**config.mk**
```make
export PLATFORM = sky130hd
export DESIGN_NAME = retransmit_pool_tracker_top
export DESIGN_NICKNAME = d
export VERILOG_FILES = /design/src/rtl/core/rpt_pkg.sv /design/src/rtl/core/rpt_cell.sv /design/src/rtl/core/retransmit_pool_tracker_top.sv
export VERILOG_INCLUDE_DIRS = /design/src /design/src/rtl/core
export SDC_FILE = /design/constraint.sdc
export NUM_CORES = 2
export LEC_CHECK = 0
export ABC_AREA = 1
export BUFFER_PORTS_ARGS = -buffer_cell sky130_fd_sc_hd__clkbuf_2
export CAP_MARGIN = 5
export CORE_ASPECT_RATIO = 0.7
export CORE_MARGIN = 1.5
export CORE_UTILIZATION = 30
export DETAILED_ROUTE_END_ITERATION = 8
export SYNTH_ARGS = -nofsm -noshare
export SYNTH_HDL_FRONTEND = slang
export SYNTH_SLANG_ARGS = --single-unit
export TNS_END_PERCENT = 30
```
**constraint.sdc**
```tcl
create_clock -name clk -period 10.5 [get_ports clk]
set_input_delay 2.1 -clock clk [delete_from_list [all_inputs] [get_ports clk]]
set_output_delay 2.1 -clock clk [all_outputs]
set_load 0.05 [all_outputs]
```
**src/rtl/core/retransmit_pool_tracker_top_assert.svh**
```systemverilog
// Assertion macros for the retransmit pool tracker.
// Every macro expects clk and arst_n in scope.
`ifndef RETRANSMIT_POOL_TRACKER_TOP_ASSERT_SVH
`define RETRANSMIT_POOL_TRACKER_TOP_ASSERT_SVH

// cond must hold at every edge out of reset
`define RPT_ASSERT_ALWAYS(lbl, cond, msg) \
	lbl: assert property (@(posedge clk) disable iff (!arst_n) (cond)) else $error(msg);

// cons must hold in the same cycle as ante
`define RPT_ASSERT_IMPL(lbl, ante, cons, msg) \
	lbl: assert property (@(posedge clk) disable iff (!arst_n) (ante) |-> (cons)) \
		else $error(msg);

// cons must hold in the cycle after ante
`define RPT_ASSERT_NEXT(lbl, ante, cons, msg) \
	lbl: assert property (@(posedge clk) disable iff (!arst_n) (ante) |=> (cons)) \
		else $error(msg);

`endif

```
**src/rtl/core/rpt_pkg.sv**
```systemverilog
// ----------------------------------------------------------------------------
// rpt_pkg
// Types, codes and constants shared by the retransmit pool tracker modules.
// ----------------------------------------------------------------------------
`default_nettype none
package rpt_pkg;

	localparam int SLOTS   = 16;
	localparam int SIDX_W  = $clog2(SLOTS);
	localparam int ID_WRAP = 32760;

	localparam logic [15:0] SEND_WAIT_RST      = 16'd10;
	localparam logic [15:0] REMOVE_TIMEOUT_RST = 16'd1000;
	localparam logic [3:0]  RETRY_LIMIT_RST    = 4'd5;

	// register indexes
	localparam logic [1:0] REG_SEND_WAIT      = 2'd0;
	localparam logic [1:0] REG_REMOVE_TIMEOUT = 2'd1;
	localparam logic [1:0] REG_RETRY_LIMIT    = 2'd2;

	// item kinds
	localparam logic [1:0] KIND_ENQ  = 2'd0;
	localparam logic [1:0] KIND_TICK = 2'd1;
	localparam logic [1:0] KIND_ACK  = 2'd2;
	localparam logic [1:0] KIND_NACK = 2'd3;

	// result events
	localparam logic [2:0] EV_ENQUEUED = 3'd0;
	localparam logic [2:0] EV_FULL     = 3'd1;
	localparam logic [2:0] EV_SEND     = 3'd2;
	localparam logic [2:0] EV_FAILED   = 3'd3;
	localparam logic [2:0] EV_SUCCESS  = 3'd4;
	localparam logic [2:0] EV_DONE     = 3'd5;

	localparam logic [3:0] SEND_COUNT_MAX = 4'd15;

	typedef struct packed {
		logic [1:0]  kind;
		logic [15:0] elapsed_ms;
		logic [14:0] msg_id;
		logic        guaranteed;
		logic        send_now;
	} cmd_t;

	typedef struct packed {
		logic [2:0]  event_res;
		logic [14:0] msg_id_res;
		logic [3:0]  slot;
		logic        last;
	} res_t;

	typedef struct packed {
		logic [15:0] send_wait;
		logic [15:0] remove_timeout;
		logic [3:0]  retry_limit;
	} cfg_t;

	// item as broadcast along the cell row
	typedef struct packed {
		logic [1:0]  kind;
		logic [15:0] elapsed_ms;
		logic [14:0] msg_id;
		logic        guaranteed;
		logic        send_now;
		logic [14:0] enq_id;
	} op_t;

	// report of the cell holding the token
	typedef struct packed {
		logic        hit;
		logic        emit;
		logic [2:0]  ev;
		logic [14:0] id;
	} cell_rep_t;

endpackage
`default_nettype wire

```
**src/rtl/core/rpt_cell.sv**
```systemverilog
// ----------------------------------------------------------------------------
// rpt_cell
// One slot of the pool: holds its state and acts while it holds the token.
// ----------------------------------------------------------------------------
`default_nettype none
module rpt_cell (
	input  wire logic              clk,
	input  wire logic              arst_n,
	input  wire logic              tok_in,
	input  wire logic              shift,
	input  wire rpt_pkg::op_t      op,
	input  wire rpt_pkg::cfg_t     cfg,
	input  wire logic              found,
	output logic                   tok,
	output rpt_pkg::cell_rep_t     rep
);

	logic        tok_q, valid_q, guar_q;
	logic [14:0] id_q;
	logic [3:0]  cnt_q;
	logic [15:0] st_q, rt_q;

	logic        valid_d, guar_d;
	logic [14:0] id_d;
	logic [3:0]  cnt_d;
	logic [15:0] st_d, rt_d;
	logic [16:0] st_sum, rt_sum;
	logic [15:0] st_sat, rt_sat;
	logic        over, fail, due;

	assign tok = tok_q;

	// age timers and work out this slot's action
	always_comb begin
		st_sum  = {1'b0, st_q} + {1'b0, op.elapsed_ms};
		rt_sum  = {1'b0, rt_q} + {1'b0, op.elapsed_ms};
		st_sat  = st_sum[16] ? 16'hFFFF : st_sum[15:0];
		rt_sat  = rt_sum[16] ? 16'hFFFF : rt_sum[15:0];
		over    = cnt_q > cfg.retry_limit;
		fail    = over && (rt_sat >= cfg.remove_timeout);
		due     = st_sat >= cfg.send_wait;
		valid_d = valid_q;
		guar_d  = guar_q;
		id_d    = id_q;
		cnt_d   = cnt_q;
		st_d    = st_q;
		rt_d    = rt_q;
		rep     = '0;
		rep.id  = id_q;
		case (op.kind)
			rpt_pkg::KIND_ENQ: begin
				if (!valid_q && !found) begin
					rep.hit = 1'b1;
					valid_d = 1'b1;
					id_d    = op.enq_id;
					guar_d  = op.guaranteed;
					cnt_d   = '0;
					st_d    = op.send_now ? cfg.send_wait : 16'd0;
					rt_d    = '0;
				end
			end
			rpt_pkg::KIND_TICK: begin
				if (valid_q) begin
					if (over) rt_d = rt_sat;
					if (fail) begin
						rep.emit = 1'b1;
						rep.ev   = rpt_pkg::EV_FAILED;
						valid_d  = 1'b0;
					end else begin
						st_d = st_sat;
						if (due) begin
							if (cnt_q != rpt_pkg::SEND_COUNT_MAX) cnt_d = cnt_q + 4'd1;
							rep.emit = 1'b1;
							rep.ev   = rpt_pkg::EV_SEND;
							if (!guar_q) valid_d = 1'b0;
							else st_d = '0;
						end
					end
				end
			end
			rpt_pkg::KIND_ACK: begin
				if (valid_q && id_q == op.msg_id) begin
					rep.hit = 1'b1;
					valid_d = 1'b0;
				end
			end
			rpt_pkg::KIND_NACK: begin
				if (valid_q && cnt_q != 4'd0 && id_q == op.msg_id && !found) begin
					rep.hit = 1'b1;
					cnt_d   = '0;
					st_d    = '0;
				end
			end
			default: begin
				rep = '0;
			end
		endcase
	end

	// pass the token on and hold the valid flag
	always_ff @(posedge clk or negedge arst_n) begin
		if (!arst_n) begin
			tok_q   <= 1'b0;
			valid_q <= 1'b0;
		end else begin
			if (shift) tok_q <= tok_in;
			if (shift && tok_q) valid_q <= valid_d;
		end
	end

	// commit slot payload on leaving the cell
	always_ff @(posedge clk) begin
		if (shift && tok_q) begin
			guar_q <= guar_d;
			id_q   <= id_d;
			cnt_q  <= cnt_d;
			st_q   <= st_d;
			rt_q   <= rt_d;
		end
	end

endmodule
`default_nettype wire

```
**src/rtl/core/retransmit_pool_tracker_top.sv**
```systemverilog
// ----------------------------------------------------------------------------
// retransmit_pool_tracker_top
// Retransmission slot pool: a token walks a row of slot cells per item.
// ----------------------------------------------------------------------------
//  channel | handshake                | payload
//  cmd     | cmd_valid / cmd_stall    | cmd  (kind, elapsed_ms, msg_id, ...)
//  res     | res_valid / res_stall    | res  (event_res, msg_id_res, slot, last)
//  cfg     | cfg_we                   | cfg_index, cfg_data
//
// Each item is taken in a beat, then the token passes the cell row slot by slot,
// then the closing result is written to the output register.
// A cell's result that waits on res_stall holds the token where it is.
// The next beat is taken once the closing result sits in the output register.
// Reset clears all valid flags and the id counter and loads the registers with their defaults.
`default_nettype none
`include "retransmit_pool_tracker_top_assert.svh"
module retransmit_pool_tracker_top (
	input  wire logic          clk,
	input  wire logic          arst_n,
	input  wire logic          cmd_valid,
	output logic               cmd_stall,
	input  wire rpt_pkg::cmd_t cmd,
	output logic               res_valid,
	input  wire logic          res_stall,
	output rpt_pkg::res_t      res,
	input  wire logic          cfg_we,
	input  wire logic [1:0]    cfg_index,
	input  wire logic [15:0]   cfg_data
);

	typedef enum logic [1:0] {ST_IDLE, ST_WALK, ST_FIN} state_t;

	state_t                           state_q;
	rpt_pkg::cfg_t                    cfg_q;
	rpt_pkg::op_t                     op_q;
	logic [14:0]                      next_id_q;
	logic                             found_q;
	logic [rpt_pkg::SIDX_W-1:0]       first_q;
	logic                             res_valid_q;
	rpt_pkg::res_t                    res_q;

	logic [rpt_pkg::SLOTS-1:0]        tok_vec, tok_in;
	rpt_pkg::cell_rep_t               rep_vec [rpt_pkg::SLOTS];
	rpt_pkg::cell_rep_t               sel;
	logic [rpt_pkg::SIDX_W-1:0]       sel_slot;
	logic [14:0]                      id_use;
	logic                             acc, res_free, step, shift_all;
	rpt_pkg::res_t                    fin_res;

	assign cmd_stall = state_q != ST_IDLE;
	assign acc       = cmd_valid && !cmd_stall;
	assign res_free  = !res_valid_q || !res_stall;
	assign step      = state_q == ST_WALK && (!sel.emit || res_free);
	assign shift_all = acc || step;
	assign res_valid = res_valid_q;
	assign res       = res_q;
	assign id_use    = (next_id_q >= 15'(rpt_pkg::ID_WRAP)) ? 15'd0 : next_id_q;

	// build the cell row; the token enters at slot zero
	always_comb begin
		tok_in[0] = acc;
		for (int i = 1; i < rpt_pkg::SLOTS; i++) tok_in[i] = tok_vec[i-1];
	end

	for (genvar g = 0; g < rpt_pkg::SLOTS; g++) begin : g_cell
		rpt_cell u_cell (
			.clk    (clk),
			.arst_n (arst_n),
			.tok_in (tok_in[g]),
			.shift  (shift_all),
			.op     (op_q),
			.cfg    (cfg_q),
			.found  (found_q),
			.tok    (tok_vec[g]),
			.rep    (rep_vec[g])
		);
	end

	// pick the report of the token holder
	always_comb begin
		sel      = '0;
		sel_slot = '0;
		for (int i = 0; i < rpt_pkg::SLOTS; i++) begin
			if (tok_vec[i]) begin
				sel      = sel | rep_vec[i];
				sel_slot = sel_slot | rpt_pkg::SIDX_W'(i);
			end
		end
	end

	// closing result of the item
	always_comb begin
		fin_res      = '0;
		fin_res.last = 1'b1;
		case (op_q.kind)
			rpt_pkg::KIND_ENQ: begin
				if (found_q) begin
					fin_res.event_res  = rpt_pkg::EV_ENQUEUED;
					fin_res.msg_id_res = op_q.enq_id;
					fin_res.slot       = 4'(first_q);
				end else begin
					fin_res.event_res  = rpt_pkg::EV_FULL;
				end
			end
			rpt_pkg::KIND_TICK: fin_res.event_res = rpt_pkg::EV_DONE;
			rpt_pkg::KIND_ACK: begin
				fin_res.event_res  = rpt_pkg::EV_SUCCESS;
				fin_res.msg_id_res = op_q.msg_id;
				fin_res.slot       = 4'(first_q);
			end
			rpt_pkg::KIND_NACK: begin
				fin_res.event_res  = rpt_pkg::EV_DONE;
				fin_res.msg_id_res = op_q.msg_id;
				fin_res.slot       = 4'(first_q);
			end
			default: fin_res.event_res = rpt_pkg::EV_DONE;
		endcase
	end

	// sequencer, registers and output register
	always_ff @(posedge clk or negedge arst_n) begin
		if (!arst_n) begin
			state_q              <= ST_IDLE;
			cfg_q.send_wait      <= rpt_pkg::SEND_WAIT_RST;
			cfg_q.remove_timeout <= rpt_pkg::REMOVE_TIMEOUT_RST;
			cfg_q.retry_limit    <= rpt_pkg::RETRY_LIMIT_RST;
			next_id_q            <= '0;
			found_q              <= 1'b0;
			first_q              <= '0;
			res_valid_q          <= 1'b0;
			res_q                <= '0;
			op_q                 <= '0;
		end else begin
			if (cfg_we) begin
				case (cfg_index)
					rpt_pkg::REG_SEND_WAIT:      cfg_q.send_wait      <= cfg_data;
					rpt_pkg::REG_REMOVE_TIMEOUT: cfg_q.remove_timeout <= cfg_data;
					rpt_pkg::REG_RETRY_LIMIT:    cfg_q.retry_limit    <= cfg_data[3:0];
					default: ;
				endcase
			end
			case (state_q)
				ST_IDLE: begin
					if (res_free) res_valid_q <= 1'b0;
					if (acc) begin
						op_q.kind       <= cmd.kind;
						op_q.elapsed_ms <= cmd.elapsed_ms;
						op_q.msg_id     <= cmd.msg_id;
						op_q.guaranteed <= cmd.guaranteed;
						op_q.send_now   <= cmd.send_now;
						op_q.enq_id     <= id_use;
						found_q         <= 1'b0;
						first_q         <= '0;
						state_q         <= ST_WALK;
					end
				end
				ST_WALK: begin
					if (res_free && !(step && sel.emit)) res_valid_q <= 1'b0;
					if (step) begin
						if (sel.hit && !found_q) begin
							found_q <= 1'b1;
							first_q <= sel_slot;
						end
						if (sel.emit) begin
							res_valid_q      <= 1'b1;
							res_q.event_res  <= sel.ev;
							res_q.msg_id_res <= sel.id;
							res_q.slot       <= 4'(sel_slot);
							res_q.last       <= 1'b0;
						end
						if (tok_vec[rpt_pkg::SLOTS-1]) state_q <= ST_FIN;
					end
				end
				ST_FIN: begin
					if (res_free) begin
						res_valid_q <= 1'b1;
						res_q       <= fin_res;
						if (op_q.kind == rpt_pkg::KIND_ENQ && found_q)
							next_id_q <= op_q.enq_id + 15'd1;
						state_q <= ST_IDLE;
					end
				end
				default: begin
					if (res_free) res_valid_q <= 1'b0;
					state_q <= ST_IDLE;
				end
			endcase
		end
	end

	`RPT_ASSERT_ALWAYS(a_tok_onehot, $onehot0(tok_vec), "token held by more than one cell")
	`RPT_ASSERT_IMPL(a_idle_no_tok, state_q == ST_IDLE, tok_vec == '0, "token live while idle")
	`RPT_ASSERT_NEXT(a_acc_tok, acc, tok_vec[0] && state_q == ST_WALK, "token not at slot zero")
	`RPT_ASSERT_NEXT(a_walk_no_last, state_q == ST_WALK && step && sel.emit, !res_q.last, "slot result marked last")

endmodule
`default_nettype wire

```
==> impl_metrics.env <==
export IMPL_grt_total_usage_pct=22.11
export IMPL_initial_utilization_pct=30.28
export IMPL_num_rows=158
export IMPL_status="finished clean"
export IMPL_cp_num_buf_inv=4
export IMPL_worst_setup_path_type="flip-flop to flip-flop"
export IMPL_critPathSlowestCell="a21oi_2"
export IMPL_grt_antenna_before_repair=21
export IMPL_drive_above_1_share_pct=7.361
export IMPL_netlist_top_cells_area="edfxtp_1, ha_1, nand2_1"
export IMPL_ant_nets=0
export IMPL_netlist_area_leader_share_pct=31.05
export IMPL_worst_ep_arrival_time_ns=9.69
export IMPL_crit_top_cell="nand2_1"
export IMPL_worstSkewPairLatency_ns=0.84
export IMPL_end_kind="flip-flop"
export IMPL_yosys_warnings=0
export IMPL_p_leak_uw=0.04146
export IMPL_fmax_ghz=0.1077
export IMPL_wl_met2_um=118200
export IMPL_hpwlAfterDp_um=214200
export IMPL_cts_tree="done"
export IMPL_setup_violations=0
export IMPL_path_max_fanout=27
export IMPL_cts_setup_buffers=0
export IMPL_synth_edff_count=832
export IMPL_vdd_ir_drop_max_mv=0.1573
export IMPL_fin_crit_sh_pct=88.47
export IMPL_routabilityCongestion=1.042
export IMPL_final_hold_violation_count=0
export IMPL_drt_met1_wl_um=142700
export IMPL_crit_required_ns=10.90
export IMPL_wl_um=310600
export IMPL_yosysUniqueCellTypes=67
export IMPL_io_buffers=82
export IMPL_hold_slack_ns=0.4777
export IMPL_io_pin_count=83
export IMPL_grt_pass1_vias=64180
export IMPL_setup_tns_ns=0
export IMPL_synth_cells=9893
export IMPL_vias=71310
export IMPL_fp_dieW_um=622.0
export IMPL_core_mm2=0.2657
export IMPL_async_reset_ff_share_pct=16.47
export IMPL_grt_pass1_wl_um=444100
export IMPL_grt_ovfl_total=0
export IMPL_finalCriticalPeriod_ns=9.289
export IMPL_clock_sinks=996
export IMPL_routedWlPerCell_um=22.77
export IMPL_grt_max_degree=108
export IMPL_hp_class="flip-flop to flip-flop"
export IMPL_clockBufferDepth=3
export IMPL_ys_ff_latch=996
export IMPL_synth_ff_type="edfxtp_1"
export IMPL_synth_commonest_cells="nand2_1, inv_1, ha_1, a21oi_1, edfxtp_1"
export IMPL_synth_area_per_cell_um2=8.132
export IMPL_drt_first_iter_violations=9197
export IMPL_die_area_mm2=0.2713
export IMPL_slowest_delay_ns=0.87
export IMPL_power_density_mw_per_mm2=353.6
export IMPL_met3_length_um=39780
export IMPL_post_route_cell_area_mm2=0.08934
export IMPL_clkTransAtPathRegs_ns=0.07
export IMPL_htree_num_levels=3
export IMPL_syn_area_mm2=0.08045
export IMPL_dr_pass1_iters=8
export IMPL_synth_top_area_cell="edfxtp_1"
export IMPL_tightest_slew_ns=1.198
export IMPL_cts_root_buf="clkbuf_16"
export IMPL_avgViaCountPerCell=5.228
export IMPL_areaGrowthSynthToFinish_pct=11.05
export IMPL_place_area_mm2=0.08561
export IMPL_drv_slew=0
export IMPL_cpLargestDelayFamily="simple AND/OR/NAND/NOR gates"
export IMPL_synth_most_common_cell="nand2_1"
export IMPL_startpoint_type="flip-flop"
export IMPL_cts_hold_buf=0
export IMPL_max_cap_viol_count=0
export IMPL_max_slew_margin_pct=19.42
export IMPL_clock_skew_ns=0.1242
export IMPL_numCtsBuffers=110
export IMPL_rsz0062_at_grt="false"
export IMPL_routed_top_layer="met5"
export IMPL_fin_nets=11240
export IMPL_cts_resized=0
export IMPL_drc=0
export IMPL_die_h_um=436.3
export IMPL_seq_area_frac_synth_pct=36.17
export IMPL_syn_nets=11110
-- metal layers --
| metal | track usage [%] | vias to the layer above |
|---|---|---|
| met1 | 33.05 | 33220 |
| li1 | - | 33980 |
| met2 | 30.25 | 3590 |
| met5 | 0 | - |
| met4 | 6.029 | 8 |
| met3 | 6.551 | 509 |
-- layout make-up --
type | instances | area (µm²)
Clock inverter | 48 | 614.3
Timing Repair Buffer | 265 | 1793
Multi-Input combinational cell | 7202 | 44810
Clock buffer | 162 | 3113
Sequential cell | 996 | 29160
Antenna cell | 1 | 2.502
Tap cell | 3520 | 4404
Inverter | 1448 | 5446
Fill cell | 27900 | 176400
-- worst register-to-register path: cells and delay by family, from the launching register on --
kind / cells / cell delay [ns]
AND/OR/NAND/NOR: 25 / 4.05
AO/OA/AOI/OAI: 8 / 2.14
adder cells (fa/ha/maj): 3 / 1.14
buffers and inverters: 4 / 0.92
flip-flops: 1 / 0.70
-- cell usage in the layout (no fill, tap or decap), types with 111 or more instances in the layout --
cell	netlist	layout
a21oi_1	1003	1003
ha_1	1124	1124
or2_2	141	141
buf_4	26	183
xor2_1	198	198
nand2_1	2081	2080
nand3_1	262	262
clkbuf_16	0	111
nor2_1	649	638
dfrtp_1	154	138
edfxtp_1	832	832
inv_1	1411	1409
o21ai_0	633	633
-- where the power goes --
part | leakage (µW) | switching [µW] | internal, µW
combinational | 0.0300 | 14100 | 7010
sequential | 0.00968 | 893 | 5420
clock | 0.00182 | 1890 | 2290
-- path summary, 6_finish.rpt --
path	start	end	slack, ns	cells past startpoint
worst max-delay path	op_q[32]$_DFFE_PN0P_	g_cell[13].u_cell.rt_q[1]$_SDFFCE_PN0P_	1.21	40
worst min-delay path	first_q[3]$_DFFE_PN0P_	first_q[3]$_DFFE_PN0P_	0.48	2
worst max register to register	op_q[32]$_DFFE_PN0P_	g_cell[13].u_cell.rt_q[1]$_SDFFCE_PN0P_	1.21	40
worst min register to register	first_q[3]$_DFFE_PN0P_	first_q[3]$_DFFE_PN0P_	0.48	2
max in group asynchronous	arst_n	op_q[32]$_DFFE_PN0P_	7.70	2
min in group asynchronous	arst_n	op_q[8]$_DFFE_PN0P_	1.31	1
-- per-stage QoR --
step           worst slack (ns)  utilization (%)  instances  total power (µW)
2_1_floorplan             2.880                -       9893             20470
3_3_place_gp              1.810            32.22      13430             26670
3_5_place_dp              1.754            32.22      13430             26860
4_1_cts                   1.731            33.62      13640             31130
5_1_grt                  0.9136            33.62      13640             34310
6_report                  1.211            33.63      13640             31590
-- state kept, by name, indices dropped and copies added (netlist names), 23 cells and up --
register and cells:
g_cell.u_cell.rt_q 256, g_cell.u_cell.st_q 256, g_cell.u_cell.id_q 240, g_cell.u_cell.cnt_q 64, op_q 50, cfg_q 36, res 23
-- cell families after synthesis --
kind of cell	count (synthesis)	synth area share (%)
xor gates and xnor gates	303	3.299
DFF	996	36.17
adders and majority gates	1156	18.28
AOI/OAI and AO/OA	2295	16.13
and+or+nand+nor	3448	17.83
buffers and inverters	1695	8.291
No activity file was read; power rests on OpenSTA's default activity.
